--- config.mk ---
export PLATFORM = sky130hd
export DESIGN_NAME = qrs_div
export DESIGN_NICKNAME = d
export VERILOG_FILES = /design/src/hw/rtl/qrs_pkg.sv /design/src/hw/rtl/qrs_div.sv
export SDC_FILE = /design/constraint.sdc
export NUM_CORES = 2
export LEC_CHECK = 0
export BUFFER_PORTS_ARGS = -buffer_cell sky130_fd_sc_hd__buf_4
export CAP_MARGIN = 20
export CORE_UTILIZATION = 62
export DETAILED_ROUTE_END_ITERATION = 10
export PLACE_DENSITY = 0.87
export REMOVE_ABC_BUFFERS = 1
export SLEW_MARGIN = 20
export SYNTH_ARGS = -nofsm -noshare
export SYNTH_HDL_FRONTEND = slang
export SYNTH_SLANG_ARGS = --single-unit
--- constraint.sdc ---
create_clock -name clk -period 3.3 [get_ports clk]
set_clock_uncertainty 0.1 [all_clocks]
set_input_delay 0.825 -clock clk [delete_from_list [all_inputs] [get_ports clk]]
set_output_delay 0.825 -clock clk [all_outputs]
set_load 0.005 [all_outputs]
--- src/hw/rtl/qrs_pkg.sv ---
// ----------------------------------------------------------------------------
// qrs_pkg : shared types and constants for the quadratic root solver
// Root kind codes, the per-beat control struct and the fixed result widths.
// ----------------------------------------------------------------------------
package qrs_pkg;

  localparam int DISC_W = 19;  // discriminant port width
  localparam int ROOT_W = 17;  // root port width
  localparam int KIND_W = 2;

  // divider lanes
  localparam int LANES   = 3;
  localparam int LANE_R1 = 0;
  localparam int LANE_R2 = 1;
  localparam int LANE_IM = 2;

  typedef enum logic [KIND_W-1:0] {
    KIND_EQUAL   = 2'd0,
    KIND_TWO     = 2'd1,
    KIND_COMPLEX = 2'd2,
    KIND_AZERO   = 2'd3
  } kind_t;

  typedef struct packed {
    logic  vld;
    kind_t kind;
  } ctl_t;

endpackage

--- src/hw/rtl/qrs_div.sv ---
// ----------------------------------------------------------------------------
// qrs_div : pipelined restoring divider, several numerators over one divisor
// One quotient bit per register stage; unsigned magnitudes.
// ----------------------------------------------------------------------------
module qrs_div #(
  parameter int NUM_W  = 19,
  parameter int DEN_W  = 9,
  parameter int SIDE_W = 1
) (
  input  logic                                   clk,
  input  logic                                   rst_n,
  input  qrs_pkg::ctl_t                          in_ctl,
  input  logic [qrs_pkg::LANES-1:0][NUM_W-1:0]   in_num,
  input  logic [DEN_W-1:0]                       in_den,
  input  logic [SIDE_W-1:0]                      in_side,
  output qrs_pkg::ctl_t                          out_ctl,
  output logic [qrs_pkg::LANES-1:0][NUM_W-1:0]   out_quo,
  output logic [SIDE_W-1:0]                      out_side
);

  typedef logic [qrs_pkg::LANES-1:0][NUM_W-1:0] lane_vec_t;
  typedef logic [qrs_pkg::LANES-1:0][DEN_W-1:0] lane_rem_t;

  qrs_pkg::ctl_t      ctl_r  [NUM_W];
  lane_vec_t          num_r  [NUM_W];
  lane_vec_t          quo_r  [NUM_W];
  lane_rem_t          rem_r  [NUM_W];
  logic [DEN_W-1:0]   den_r  [NUM_W];
  logic [SIDE_W-1:0]  side_r [NUM_W];

  for (genvar k = 0; k < NUM_W; k++) begin : g_stage
    qrs_pkg::ctl_t      ctl_i;
    lane_vec_t          num_i;
    lane_vec_t          quo_i;
    lane_rem_t          rem_i;
    logic [DEN_W-1:0]   den_i;
    logic [SIDE_W-1:0]  side_i;
    lane_vec_t          num_nxt;
    lane_vec_t          quo_nxt;
    lane_rem_t          rem_nxt;

    if (k == 0) begin : g_first
      assign ctl_i  = in_ctl;
      assign num_i  = in_num;
      assign quo_i  = '0;
      assign rem_i  = '0;
      assign den_i  = in_den;
      assign side_i = in_side;
    end else begin : g_next
      assign ctl_i  = ctl_r[k-1];
      assign num_i  = num_r[k-1];
      assign quo_i  = quo_r[k-1];
      assign rem_i  = rem_r[k-1];
      assign den_i  = den_r[k-1];
      assign side_i = side_r[k-1];
    end

    for (genvar l = 0; l < qrs_pkg::LANES; l++) begin : g_lane
      logic [DEN_W:0] t;
      logic           ge;
      always_comb begin
        t  = {rem_i[l], num_i[l][NUM_W-1]};
        ge = (t >= {1'b0, den_i});
        rem_nxt[l] = ge ? DEN_W'(t - {1'b0, den_i}) : DEN_W'(t);
        quo_nxt[l] = {quo_i[l][NUM_W-2:0], ge};
        num_nxt[l] = {num_i[l][NUM_W-2:0], 1'b0};
      end
    end

    always_ff @(posedge clk) begin
      if (!rst_n) begin
        ctl_r[k] <= '0;
      end else begin
        ctl_r[k] <= ctl_i;
      end
    end

    always_ff @(posedge clk) begin
      num_r[k]  <= num_nxt;
      quo_r[k]  <= quo_nxt;
      rem_r[k]  <= rem_nxt;
      den_r[k]  <= den_i;
      side_r[k] <= side_i;
    end
  end

  assign out_ctl  = ctl_r[NUM_W-1];
  assign out_quo  = quo_r[NUM_W-1];
  assign out_side = side_r[NUM_W-1];

endmodule

**Word level (Yosys, flattened, before mapping)**

Memories as Yosys holds them, arrays and structs flattened.
Cells that the tools add are included.

- Multiply operators: 0
- Add/sub/neg operators: 57
- Eq/ne operators: 0
- Bitwise operators: 19
- Divide/modulo/power cells: 0
- Multiplexer cells: 78
- $lt $le $gt $ge: 57
- Shift-type cells: 0
- Reductions and logical operators: 0

Operators with widths:

| cell | number |
|---|---|
| $ge 10x9->1 | 54 |
| $mux 9 | 57 |
| $sub 9x9->9 | 54 |
| $mux 3 | 19 |
| $ge 1x9->1 | 3 |
| $sub 1x9->9 | 3 |
| $or 1x1->1 | 19 |
| $mux 1 | 2 |

- Word-level logic and storage cells: 217
- Memory bits (writable): 2869
- Input bits: 72
- Memories: 6
- Register bits after elaboration: 0
- Bits in latches: 0
- Memory bits (read-only): 0

Memories:

| name | words | bits a word | rd ports | clocked after Yosys merged registers in | write ports | RTL line | RTL |
|---|---|---|---|---|---|---|---|
| quo_r | 19 | 57 | 19 | 0 | 19 | qrs_div.sv:26 | `lane_vec_t quo_r [NUM_W];` |
| num_r | 19 | 54 | 18 | 0 | 19 | qrs_div.sv:25 | `lane_vec_t num_r [NUM_W];` |
| rem_r | 19 | 27 | 18 | 0 | 19 | qrs_div.sv:27 | `lane_rem_t rem_r [NUM_W];` |
| den_r | 19 | 9 | 18 | 0 | 19 | qrs_div.sv:28 | `logic [DEN_W-1:0] den_r [NUM_W];` |
| ctl_r | 19 | 3 | 19 | 0 | 19 | qrs_div.sv:24 | `qrs_pkg::ctl_t ctl_r [NUM_W];` |
| side_r | 19 | 1 | 19 | 0 | 19 | qrs_div.sv:29 | `logic [SIDE_W-1:0] side_r [NUM_W];` |

**Depth between registers and ports, before layout**

An unclocked memory read counts as a cell.

- Word-level depth: 3
- Gate-level depth with buffers: 11
- Depth with buffers taken out: 10

**Least setup slack after synthesis**

OpenSTA, ideal clock, no wires.

- Kind: input to register
- Start point: in in_den[3]
- End point: mem rem_r[0][11] (netlist name)
- Slack: 0.603 ns
- Buffers on the path: 2
- Cell stages on the path: 7
- Data arrival time: 2.527 ns
- Cell sequence: or4_1 or4_1 buf_2 or2_1 buf_6 a21oi_4 a21boi_1

RTL lines:

| item | RTL line | RTL |
|---|---|---|
| start, declared | qrs_div.sv:14 | `input logic [DEN_W-1:0] in_den,` |
| end, declared | qrs_div.sv:27 |  |

==> results.ini <==
[yosys]
synth-edff-count=0
synth_top_area_share_pct=58.28
synth-seq-area-share_pct=58.28
synth_area_leaders=dfxtp_1 (58%), ha_1 (9.9%), mux2_2 (6.1%)
ys.flop_type=dfxtp_1
async_flop_share_pct=0
synth_cell_types=59
syn_inst=5097
ys_seq_elements=1807
avgSynthCellArea_um2=12.18
yosysTopAreaCell=dfxtp_1
yosysWarnings=0
netlist_area_mm2=0.06207

[floorplanning]
io_pins=133
coreArea_mm2=0.09885
die_w_um=318.4
start_util_pct=62.80
dieHeight_um=318.4
design.die.area_mm2=0.1014
fp-row-count=115

[power]
ir_drop_mv=0.4909
p_per_area_mw_per_mm2=1024
leakage_nw=30.94

[drt]
vias=38438
drt_iter0_drc=2339
avgRoutedWirePerCell_um=19.45
post_drt_via_cell_ratio=5.635
drt-pass1-iter-count=6
drc=0
ant_nets=0
routed_wl_um=132700

[final_layout]
ff_latch_area_mm2=0.03617
final_common_cell=dfxtp_1
drive_above_1_share_pct=15.41
final_cell_mix=dfxtp_1 (1807), ha_1 (492), inv_1 (357)
area_growth_pct=13.91
finalNetCount=6011
fillers=6359
multiInputGateArea_mm2=0.02446
diodes=0
fin_cells=6821

[run]
maxCapViolCount=0

[sta]
fmax_mhz=317.9
drv_slew=0
slew-limit-headroom_pct=35.60
rsz0062_at_grt=false
setup_tns_ns=0
period_share_pct=95.31
setup_viol=0
final-hold-violation-count=0
period_minus_slack_ns=3.145
max_slew.worst_pin.slew_ns=0.9602

[clocking]
ctsResizeCount=0
clk_pin_slew_ns=0.06
postCtsHoldBufs=6
cts_made_buffers=168
clock-sinks=1807
clockBufferDepth=3
cts_root_buf=clkbuf_16
clkLatencyLatePin_ns=0.77
cts_tree=built
htreeDepth=4
post_cts_buffers=0

[hold_path]
min_path_cells=1
hold_class=in2reg

[placed_design]
io_buffers=132
dp_cells=6507
globalplace.congestion=0.9435
hpwl_um=90600

[critical_path]
cp_slowest_stage_delay_ns=0.46
path_cells=ha_1 > inv_1 > fa_1 > a21oi_1 > a21oi_1 > o21ai_0 > and2_1 > inv_1 > mux2_2
critPathSlowestCell=fa_1
start_kind=flop
cp-end-kind=flop
worstRegToRegCells=9
cp_max_fo=5
critical_path_class=reg2reg
cp.required_ns=3.87
arrival_ns=3.72
reg2reg_slack_ns=0.15

[global_route]
grt_use_total_pct=25.92
grt_pass1_wl_um=208500
antenna_found_initial=1
grt_start_max_net_pins=58
grt_pass1_vias=39809
grt-ovfl-total=0

[outcome]
outcome=finished, final reports clean

[cells by family after synthesis]
kind of cell | count (synthesis) | share of synthesized area (%)
AND/OR/NAND/NOR | 677 | 5.680
multiplexers | 421 | 7.470
buffers and inverters | 378 | 2.318
adder cells (fa/ha/maj) | 543 | 11.56
XOR/XNOR | 276 | 3.894
AO/OA/AOI/OAI | 995 | 10.80
flip-flops | 1807 | 58.28
[cell type report]
cell class / count / area share, %
repair buffers: 149 / 1.603
inverters: 358 / 1.900
clock buffers: 223 / 6.751
clock inverters: 85 / 1.713
multi-input cells: 2912 / 34.59
flip-flops and latches: 1807 / 51.16
well taps: 1287 / 2.277
[path summary, 6_finish.rpt]
check / start / end
max: den_r[9][0] / rem_r[10][21]
min: in_num[55] / num_r[0][53]
max reg2reg: den_r[9][0] / rem_r[10][21]
min reg2reg: side_r[16] / side_r[17]
[cells in the mapped netlist (7+ instances only)]
library cell / n
a21oi_1: 314
a21boi_0: 21
ha_1: 492
and2_1: 69
clkbuf_1: 15
a21o_1: 107
nand2_1: 88
nand4_1: 90
o31ai_1: 47
and3_1: 9
mux2i_1: 83
o41ai_1: 34
a311oi_1: 34
nand3_1: 39
a31o_2: 45
mux2_2: 338
nor3_1: 16
a221oi_1: 10
a31oi_1: 10
or3_1: 7
o311ai_0: 7
a21boi_1: 13
o21ai_0: 149
nor2b_1: 30
nor2_1: 182
xnor2_1: 226
o21bai_1: 10
dfxtp_1: 1807
xor2_1: 50
nand2b_1: 116
inv_1: 357
o211ai_1: 35
fa_1: 51
a211oi_1: 63
nand3b_1: 15
o21a_1: 31
o31ai_2: 35
[worst max-delay path: cells and delay by family (launching register included)]
family	cells	cell delay, ns
buffers and inverters	2	0.27
muxes	1	0.32
DFF	1	0.44
and+or+nand+nor	1	0.38
adders and majority gates	2	0.69
AOI/OAI and AO/OA	3	0.83
[through the flow]
| step | area (um^2) | util (%) | total power, mW | hold slack [ns] | setup slack [ns] |
|---|---|---|---|---|---|
| 2_1_floorplan | 61980 | - | 45.68 | 0.2096 | 0.5467 |
| 3_3_place_gp | 64660 | 65.41 | 50.34 | 0.2095 | 0.3939 |
| 3_5_place_dp | 64660 | 65.41 | 51.21 | 0.2121 | 0.2999 |
| 4_1_cts | 70710 | 71.53 | 72.40 | 0.0001499 | 0.2685 |
| 5_1_grt | 70710 | 71.53 | 76.01 | 0.02039 | 0.02653 |
| 6_report | 70710 | 71.53 | 72.41 | 0.04512 | 0.1548 |
[report_power, final]
group	internal (mW)	switching (mW)
combinational	10.9	11.7
sequential	26.8	2.69
clock	11.8	8.50
total	49.5	22.9
[per-layer routing]
metal  GRT usage [%]  vias up  routed length [um]
met1           28.91    18182               52060
met5               0        -                  13
met4           14.02        2                6992
met2           47.24     1292               67640
met3           3.956      430                5987
li1                -    18532                   -
[registers in the layout, indices dropped and copies added (netlist names)]
register / count
quo_r: 570
num_r: 513
rem_r: 486
den_r: 162
ctl_r: 57
side_r: 19
Power figures use the tool's default switching activity.
