[src/hw/rtl/qrs_pkg.sv]
// ----------------------------------------------------------------------------
// qrs_pkg : shared types and constants for the quadratic root solver
// Root kind codes, the per-beat control struct and the fixed result widths.
// ----------------------------------------------------------------------------
package qrs_pkg;

  localparam int DISC_W = 19;  // discriminant port width
  localparam int ROOT_W = 17;  // root port width
  localparam int KIND_W = 2;

  // divider lanes
  localparam int LANES   = 3;
  localparam int LANE_R1 = 0;
  localparam int LANE_R2 = 1;
  localparam int LANE_IM = 2;

  typedef enum logic [KIND_W-1:0] {
    KIND_EQUAL   = 2'd0,
    KIND_TWO     = 2'd1,
    KIND_COMPLEX = 2'd2,
    KIND_AZERO   = 2'd3
  } kind_t;

  typedef struct packed {
    logic  vld;
    kind_t kind;
  } ctl_t;

endpackage

[src/hw/rtl/qrs_sqrt.sv]
// ----------------------------------------------------------------------------
// qrs_sqrt : pipelined scaled integer square root
// floor(sqrt(mag * 2^(2*FRAC_BITS))), one root bit per register stage.
// ----------------------------------------------------------------------------
module qrs_sqrt #(
  parameter int MAG_W     = 18,
  parameter int SQ_W      = 18,
  parameter int FRAC_BITS = 8,
  parameter int SIDE_W    = 1
) (
  input  logic                clk,
  input  logic                rst_n,
  input  qrs_pkg::ctl_t       in_ctl,
  input  logic [MAG_W-1:0]    in_mag,
  input  logic [SIDE_W-1:0]   in_side,
  output qrs_pkg::ctl_t       out_ctl,
  output logic [SQ_W-1:0]     out_root,
  output logic [SIDE_W-1:0]   out_side
);

  localparam int RW = SQ_W + 3;

  qrs_pkg::ctl_t      ctl_r  [SQ_W];
  logic [RW-1:0]      rem_r  [SQ_W];
  logic [SQ_W-1:0]    root_r [SQ_W];
  logic [MAG_W-1:0]   mag_r  [SQ_W];
  logic [SIDE_W-1:0]  side_r [SQ_W];

  for (genvar k = 0; k < SQ_W; k++) begin : g_stage
    localparam int POS = 2 * (SQ_W - 1 - k);

    qrs_pkg::ctl_t      ctl_i;
    logic [RW-1:0]      rem_i;
    logic [SQ_W-1:0]    root_i;
    logic [MAG_W-1:0]   mag_i;
    logic [SIDE_W-1:0]  side_i;
    logic [1:0]         two;
    logic [RW-1:0]      cur;
    logic [RW-1:0]      trial;
    logic               ge;
    logic [RW-1:0]      rem_nxt;
    logic [SQ_W-1:0]    root_nxt;

    if (k == 0) begin : g_first
      assign ctl_i  = in_ctl;
      assign rem_i  = '0;
      assign root_i = '0;
      assign mag_i  = in_mag;
      assign side_i = in_side;
    end else begin : g_next
      assign ctl_i  = ctl_r[k-1];
      assign rem_i  = rem_r[k-1];
      assign root_i = root_r[k-1];
      assign mag_i  = mag_r[k-1];
      assign side_i = side_r[k-1];
    end

    if (POS >= 2 * FRAC_BITS) begin : g_bits
      assign two = 2'(mag_i >> (POS - 2 * FRAC_BITS));
    end else begin : g_zero
      assign two = 2'b00;
    end

    always_comb begin
      cur      = {rem_i[RW-3:0], two};
      trial    = RW'({root_i, 2'b01});
      ge       = (cur >= trial);
      rem_nxt  = ge ? (cur - trial) : cur;
      root_nxt = {root_i[SQ_W-2:0], ge};
    end

    always_ff @(posedge clk) begin
      if (!rst_n) begin
        ctl_r[k] <= '0;
      end else begin
        ctl_r[k] <= ctl_i;
      end
    end

    always_ff @(posedge clk) begin
      rem_r[k]  <= rem_nxt;
      root_r[k] <= root_nxt;
      mag_r[k]  <= mag_i;
      side_r[k] <= side_i;
    end
  end

  assign out_ctl  = ctl_r[SQ_W-1];
  assign out_root = root_r[SQ_W-1];
  assign out_side = side_r[SQ_W-1];

endmodule

[config.mk]
export PLATFORM = sky130hd
export DESIGN_NAME = qrs_sqrt
export DESIGN_NICKNAME = d
export VERILOG_FILES = /design/src/hw/rtl/qrs_pkg.sv /design/src/hw/rtl/qrs_sqrt.sv
export SDC_FILE = /design/constraint.sdc
export NUM_CORES = 1
export LEC_CHECK = 0
export ABC_AREA = 0
export BUFFER_PORTS_ARGS = -buffer_cell sky130_fd_sc_hd__buf_2
export CORE_ASPECT_RATIO = 1.1
export CORE_MARGIN = 2
export CORE_UTILIZATION = 51
export DETAILED_ROUTE_END_ITERATION = 10
export PLACE_DENSITY_LB_ADDON = 0.15
export SYNTH_ARGS = -nofsm -noshare
export SYNTH_HDL_FRONTEND = slang
export SYNTH_SLANG_ARGS = --single-unit
[constraint.sdc]
create_clock -name clk -period 3.79 [get_ports clk]
set_input_delay 1.137 -clock clk [delete_from_list [all_inputs] [get_ports clk]]
set_output_delay 1.137 -clock clk [all_outputs]
set_load 0.05 [all_outputs]
Yosys cells after proc, flatten, opt, wreduce, memory -nomap -nowiden --
Memories as Yosys holds them, arrays and structs flattened. Cells that the tools add are included.
Word-level totals: register bits after elaboration 0, input bits 24, RAM bits 1098, memories 5, word-level logic and storage cells 94, output and inout port bits 22
Memory list:
- rem_r | depth 18, bits a word 21, read ports 17, clocked after memory_dff 0, wr ports 18, line qrs_sqrt.sv:24 | logic [RW-1:0] rem_r [SQ_W];
- mag_r | depth 18, bits a word 18, read ports 17, clocked after memory_dff 0, wr ports 18, line qrs_sqrt.sv:26 | logic [MAG_W-1:0] mag_r [SQ_W];
- root_r | depth 18, bits a word 18, read ports 18, clocked after memory_dff 0, wr ports 18, line qrs_sqrt.sv:25 | logic [SQ_W-1:0] root_r [SQ_W];
- ctl_r | depth 18, bits a word 3, read ports 18, clocked after memory_dff 0, wr ports 18, line qrs_sqrt.sv:23 | qrs_pkg::ctl_t ctl_r [SQ_W];
- side_r | depth 18, bits a word 1, read ports 18, clocked after memory_dff 0, wr ports 18, line qrs_sqrt.sv:27 | logic [SIDE_W-1:0] side_r [SQ_W];
Operators by class: $lt $le $gt $ge 17, muxes and demuxes 37, add/sub/neg operators 17, bitwise gates (word level) 18
Operators by type and width (count):
- $ge A21 B20 Y1 | 17
- $mux W21 | 17
- $sub A21 B20 Y21 | 17
- $mux W3 | 18
- $or A1 B1 Y1 | 18
- $mux W1 | 2

Logic depth before layout (Yosys ltp) --
Gate-level depths: netlist (run 1). An unclocked memory read counts as a cell.
depth in word-level cells 3, mapped depth 11

Least setup slack after synthesis (run 1) --
No wires, ideal clock.
path kind reg-to-reg, from memory root_r[15][3], to memory rem_r[16][10] (netlist name), data required time 3.669 ns, buffers on the path 1, setup time 0.121 ns, data arrival time 2.383 ns, setup slack 1.286 ns, cell stages (with the launch flop) 10, period minus slack after synthesis 2.504 ns, cell sequence dfxtp_1 -> inv_1 -> ha_1 -> a21o_1 -> a21oi_1 -> a2111oi_0 -> o211ai_1 -> nand3_1 -> buf_2 -> mux2_2
RTL lines (line):
- start, declared | qrs_sqrt.sv:25
- end, declared | qrs_sqrt.sv:24

==> results of run 1 <==
## report_power, final
part | leakage, nW | total, mW | switching, mW | internal [mW]
sequential | 4.90 | 8.06 | 0.813 | 7.25
combinational | 6.10 | 3.15 | 1.63 | 1.52
clock | 0.932 | 5.67 | 2.30 | 3.37
## how the worst max path moves through the flow
stage | slack [ns] | startpoint | to
6_report | 0.85 | root_r[14][2] | rem_r[15][5]
5_1_grt | 0.64 | root_r[14][2] | rem_r[15][5]
3_5_place_dp | 0.87 | root_r[14][2] | rem_r[15][5]
3_3_place_gp | 0.98 | root_r[14][2] | rem_r[15][2]
4_1_cts | 0.86 | root_r[14][2] | rem_r[15][5]
2_1_floorplan | 1.29 | root_r[15][3] | rem_r[16][10]
## metrics by stage
step,hold slack [ns],worst slack [ns]
2_1_floorplan,0.310,1.29
3_3_place_gp,0.310,0.975
3_5_place_dp,0.312,0.873
4_1_cts,0.317,0.861
5_1_grt,0.319,0.637
6_report,0.319,0.847
## cell usage after synthesis (9+ instances only)
master	count	share of area
a31oi_1	12	0.0033
nor4_1	22	0.0060
or2_2	10	0.0027
o21ai_0	89	0.019
nor2_1	160	0.026
nand2_1	104	0.017
nand3_1	45	0.0098
inv_1	188	0.031
a211oi_1	24	0.0078
clkbuf_1	21	0.0034
or3_1	19	0.0052
o31ai_1	18	0.0059
nand2b_1	13	0.0035
nor3_1	46	0.010
and2_1	64	0.017
xor2_1	79	0.030
mux2_2	66	0.032
o21a_1	31	0.010
o211ai_1	14	0.0046
dfxtp_1	590	0.51
a21oi_1	144	0.031
nand4_1	17	0.0046
a21o_1	29	0.0095
or4_1	10	0.0033
ha_1	156	0.085
and3_1	9	0.0025
xnor2_1	107	0.041
nor2b_1	15	0.0041
## kinds of logic (layout without fill, tap and decap cells)
logic type | after synthesis | in the layout
compound gates | 436 | 436
xor+xnor | 186 | 186
fa+ha+maj | 163 | 163
buf+inv | 223 | 347
flops | 590 | 590
mux | 72 | 72
other cells | 1 | 2
simple gates | 575 | 575
## per-layer routing
metal | vias up | routed length, µm | GRT usage | share of wire
li1 | 7878 | - | - | -
met1 | 7251 | 17900 | 0.207 | 0.41
met2 | 258 | 22900 | 0.364 | 0.52
met3 | 105 | 1510 | 0.0329 | 0.034
met4 | 0 | 1880 | 0.0885 | 0.043
met5 | - | 0 | 0 | 0
## cell usage in the layout (no fill, tap or decap), drive strengths merged, types with 7 or more instances in the layout
cell,instances
o21bai,8
nand2b,13
nor2,160
fa,7
dfxtp,590
clkinv,12
nand2,104
buf,53
xor2,79
a22o,7
nor2b,15
a2111oi,8
or4,11
ha,156
a31oi,12
o211ai,15
o21ai,90
inv,192
o31ai,18
a211oi,24
a21boi,8
a21oi,144
a21o,29
and3,9
o21a,31
and2,64
nand3,45
mux2,67
or3,19
nand4b,7
clkbuf,79
nand4,17
nor4,26
or2,10
xnor2,107
nor3,48
## critical path, cell delays in order (launching register included)
cell       delay [ns]
dfxtp_1          0.37
inv_1            0.06
ha_1             0.37
o211ai_1         0.11
o21ai_0          0.48
o2111ai_1        0.33
a31oi_2          0.41
buf_4            0.32
mux2_2           0.36
## state kept, by name, summed over array words and instances, names as in the netlist
signal  flops
side_r     18
root_r    146
rem_r     282
mag_r      90
ctl_r      54
## cell type report
| type | count | area share |
|---|---|---|
| repair buffers | 53 | 0.0112 |
| well taps | 581 | 0.0282 |
| multi-input cells | 1434 | 0.400 |
| clock inverters | 24 | 0.0118 |
| inverters | 191 | 0.0278 |
| clock buffers | 79 | 0.0624 |
| flip-flops and latches | 590 | 0.458 |
==> reports/qor.csv, run 1 <==
metric,value,unit
synth_area,23000,µm²
drcViolationCount,0,
path_clk_slew,0.06,ns
period_share,0.776,
synth_compound_area_frac,0.122,
antenna_found_initial,0,
critPathLaunchType,flip-flop,
fmax,340,MHz
synth-simple-area-share,0.129,
powerDensity,655,nW/µm²
ys_types,81,
hold_class,reg -> reg,
synth_edf_count,0,
r2r_cells,8,
synth_fa_ha_area_frac,0.0911,
grt_setup_unrepaired,no,
tns,0,ns
drt-vias-per-instance,5.25,
r2r_end,rem_r[15][5],
io_pins,46,
finalNetCount,2513,
synth_xor_area_frac,0.0709,
seq_area,11800,µm²
ir_drop,444,µV
stdcell_area,25800,µm²
grt-ovfl-total,0,
die_h,227,µm
r2r-start,root_r[14][2],
antenna_cells,0,
rows,81,
grt.total_usage,0.193,
hold_buffers,0,
p_leak,11.9,nW
yosysWarningCount,0,
fillerInstances,3805,
antenna_left,0,
synthFlopType,dfxtp_1,
regToRegSetupSlack,0.85,ns
drive_gt1_frac,0.103,
clkSinkCount,590,
hold_path.startpoint,mag_r[7][0],
path_class,reg -> reg,
worstHoldPathCells,0,
fp.dieArea,46800,µm²
clk_latency,0.60,ns
synth_top_family_by_area,simple AND/OR/NAND/NOR gates,
worstHoldEndpoint,mag_r[8][0],
setup.worst_path.end_class,flip-flop,
finalWirelength,44200,µm
cp.arrival,3.42,ns
worstMarginPinSlew,0.950,ns
ys_ff_latch,590,
syn_avg_cell_area,10.2,µm²
yosysSeqAreaShare,0.514,
post-cts-setup-buffer-count,0,
gp_congestion,0.850,
path_max_fanout,21,
routedWlPerCell,15.0,µm
relSlewSlack,0.362,
p_total,16.9,mW
dp_hpwl,33300,µm
skew,0.0150,ns
clock_path_buffers,3,
cts_resized,0,
die_x,206,µm
final_hold_viol_count,0,
outcome,completed,
multiInputGateArea,10300,µm²
grt_pass1_wl,72700,µm
first_global_vias,15400,
cts_tree,built,
post_dp_cell_area,23900,µm²
core-area,44500,µm²
slew_violations,0,
period_needed,2.94,ns
grt_max_degree,55,
cts_buffers,56,
drv_cap,0,
synth_mux_area_frac,0.0350,
crit_required,4.27,ns
via_count,15500,
initial_utilization,0.516,
fin_util,0.579,
root_buffer,clkbuf_16,
cts_max_level,2,
dp_cells,2849,
area.growth.synth_to_final,12.2,%
setup-violations-final,0,
io_buffers,44,
dr.first_iter.drc_count,681,
synthArstFlopShare,0,
syn_inst,2246,
fin_cells,2952,
dr.pass1.iters,7,
Note: power is estimated with default switching activity, not from simulation.
==> run 2, diff against run 1 <==
Settings changed: ABC_AREA 0 to 1.
Clock period 3.79 ns to 2.4 ns, I/O delays scaled along.
==> reports/qor.csv, run 2 <==
metric,value,unit,change
core-area,52300,µm²,was 44500 µm²
met3_usage,0.0306,,was 0.0329
synthFlopType,dfxtp_1,,unchanged
dp_hpwl,45000,µm,was 33300 µm
io_pins,46,,unchanged
hold_class,in -> reg,,was reg -> reg
grt_setup_unrepaired,no,,unchanged
antenna_cells,0,,unchanged
via_count,21600,,was 15500
drive_gt1_frac,0.0654,,was 0.103
tns,0,ns,unchanged
gp_congestion,0.903,,was 0.850
initial_utilization,0.515,,was 0.516
crit_required,2.94,ns,was 4.27 ns
drv_cap,0,,unchanged
synth_most_common_cell,nand2_1,,was dfxtp_1
fp.dieArea,54700,µm²,was 46800 µm²
synthArstFlopShare,0,,unchanged
fin_util,0.570,,was 0.579
clock_path_buffers,3,,unchanged
dr.pass1.iters,5,,was 7
setup-violations-final,0,,unchanged
antenna_found_initial,1,,was 0
cts_buffers,59,,was 56
final_hold_viol_count,0,,unchanged
area.growth.synth_to_final,10.7,%,was 12.2%
setup.worst_path.end_class,flip-flop,,unchanged
ir_drop,739,µV,was 444 µV
syn_inst,3692,,was 2246
drcViolationCount,0,,unchanged
final_cell_mix,"1154 x nand2_1, 643 x inv_1, 590 x dfxtp_1, 295 x nor2_1, 264 x nand3_1",,"was 590 x dfxtp_1, 188 x inv_1, 160 x nor2_1, 156 x ha_1, 144 x a21oi_1"
die_x,223,µm,was 206 µm
synth_area,26900,µm²,was 23000 µm²
r2r_end,rem_r[10][10],,was rem_r[15][5]
clkSinkCount,590,,unchanged
slew_violations,0,,unchanged
fmax,469,MHz,was 340 MHz
r2r_cells,9,,was 8
synth_edf_count,0,,unchanged
path_max_fanout,21,,unchanged
regToRegSetupSlack,0.27,ns,was 0.85 ns
antenna_left,0,,unchanged
grt_use_met1,0.272,,was 0.207
use_met2,0.362,,was 0.364
first_global_vias,20100,,was 15400
cts_tree,built,,unchanged
synth_top_area_frac,0.438,,was 0.514
outcome,completed,,unchanged
clk_latency,0.62,ns,was 0.60 ns
worstHoldEndpoint,mag_r[0][14],,was mag_r[8][0]
grt_busiest_layer,met2,,unchanged
path_clk_slew,0.06,ns,about the same
path_class,reg -> reg,,unchanged
cp.arrival,2.67,ns,was 3.42 ns
drt-vias-per-instance,4.80,,was 5.25
period_needed,2.13,ns,was 2.94 ns
grt.total_usage,0.210,,was 0.193
grt-ovfl-total,0,,unchanged
yosysTopAreaCell,dfxtp_1,,unchanged
p_total,30.5,mW,was 16.9 mW
dr.first_iter.drc_count,1148,,was 681
synth_area_leaders,"dfxtp_1 44%, nand2_1 16%, inv_1 9.0%",,"was dfxtp_1 51%, ha_1 8.5%, xnor2_1 4.1%"
critPathLaunchType,flip-flop,,unchanged
r2r-start,root_r[9][6],,was root_r[14][2]
period_share,0.889,,was 0.776
skew,0.0156,ns,was 0.0150 ns
ys_ff_latch,590,,unchanged
yosysSeqAreaShare,0.438,,was 0.514
die_h,245,µm,was 227 µm
ys_types,50,,was 81
root_buffer,clkbuf_16,,unchanged
grt_pass1_wl,95300,µm,was 72700 µm
worstHoldPathCells,1,,was 0
largest_registers,"rem_r x282, root_r x146, mag_r x90",,unchanged
whs,0.208,ns,was 0.319 ns
cts_max_level,2,,unchanged
hold_path.startpoint,in_mag[14],,was mag_r[7][0]
powerDensity,1020,nW/µm²,was 655 nW/µm²
grt_max_degree,29,,was 55
syn_avg_cell_area,7.30,µm²,was 10.2 µm²
largest_reg_flops,282,,unchanged
synthTopCellsByCount,"1154 x nand2_1, 643 x inv_1, 590 x dfxtp_1, 295 x nor2_1, 264 x nand3_1",,"was 590 x dfxtp_1, 188 x inv_1, 160 x nor2_1, 156 x ha_1, 144 x a21oi_1"
rows,88,,was 81
routedWlPerCell,12.6,µm,was 15.0 µm
final_common_cell,nand2_1,,was dfxtp_1
p_leak,16.4,nW,was 11.9 nW
regMostFlops,rem_r,,unchanged
io_buffers,44,,unchanged
yosysWarningCount,0,,unchanged
finalNetCount,3961,,was 2513
finalWirelength,56900,µm,was 44200 µm
==> run 2: cell types whose count changed after synthesis, sizes merged, moves of 27 or more <==
| cell | previous run | this run |
|---|---|---|
| nand2 | 104 | 1173 |
| inv | 190 | 650 |
| nand3 | 45 | 271 |
| nor2 | 160 | 306 |
| xnor2 | 107 | 39 |
| mux2 | 67 | 0 |
| and2 | 64 | 4 |
| a21o | 29 | 1 |
| o21a | 31 | 3 |
| nand3b | 5 | 32 |
| nand4 | 17 | 44 |
==> run 2: cells by family (layout without fill, tap and decap cells) <==
family	after synthesis	in the layout	share of synthesized area
buffers and inverters	691	819	0.103
adder cells (fa/ha/maj)	163	163	0.0776
other	1	2	0.000139
XOR/XNOR	92	92	0.0299
AND/OR/NAND/NOR	1892	1892	0.298
flip-flops	590	590	0.438
AO/OA/AOI/OAI	263	263	0.0533
==> run 2: timing repair <==
action / in CTS / in global routing
setup buffers: 0 / 0
hold buffers: 0 / 0
gates resized for setup: 0 / 1
setup endpoints to repair: 0 / 1
==> run 2: how the worst max path moves through the flow <==
stage                  start            end  slack (ns)  cells past startpoint
2_1_floorplan   rem_r[11][1]  rem_r[12][12]        0.62                     11
4_1_cts        root_r[14][2]  rem_r[15][12]        0.18                     11
5_1_grt         root_r[1][0]   rem_r[2][16]        0.03                     11
3_5_place_dp   root_r[14][2]  rem_r[15][12]        0.20                     11
3_3_place_gp   root_r[14][2]  rem_r[15][12]        0.22                     11
6_report        root_r[9][6]  rem_r[10][10]        0.27                      9
==> run 2: stage by stage <==
stage          instance area (µm²)  setup WS [ns]  cells
2_1_floorplan                27000          0.625   3693
3_3_place_gp                 27800          0.224   4388
3_5_place_dp                 27800          0.203   4388
4_1_cts                      29800          0.184   4496
5_1_grt                      29800         0.0330   4496
6_report                     29800          0.267   4496
==> run 2: cell type report <==
cell class / count / area (µm²)
Sequential cell: 590 / 11800
Clock buffer: 75 / 1670
Timing Repair Buffer: 61 / 348
Fill cell: 5064 / 22500
Clock inverter: 33 / 325
Multi-Input combinational cell: 2412 / 12400
Inverter: 650 / 2450
Tap cell: 675 / 845
==> run 2: routing by layer <==
metal | up-vias | wire length (µm)
met3 | 100 | 1960
met2 | 309 | 26300
met4 | 2 | 1510
met1 | 9577 | 27100
met5 | - | 13
li1 | 11600 | -
==> run 2: report_power, final <==
group | leakage [nW] | internal, mW | switching, mW | total (mW)
registers | 4.90 | 11.6 | 1.42 | 13.0
clock network | 0.981 | 5.37 | 3.84 | 9.21
logic | 10.6 | 2.98 | 5.27 | 8.25
==> run 2: critical path: stages, from the launching register on <==
cell and delay, ns:
dfxtp_1 0.32, inv_1 0.04, ha_1 0.34, a21oi_1 0.25, nand2_1 0.13, a21oi_2 0.25, nand3_4 0.17, inv_2 0.37
nand2_1 0.12, o21ai_2 0.07
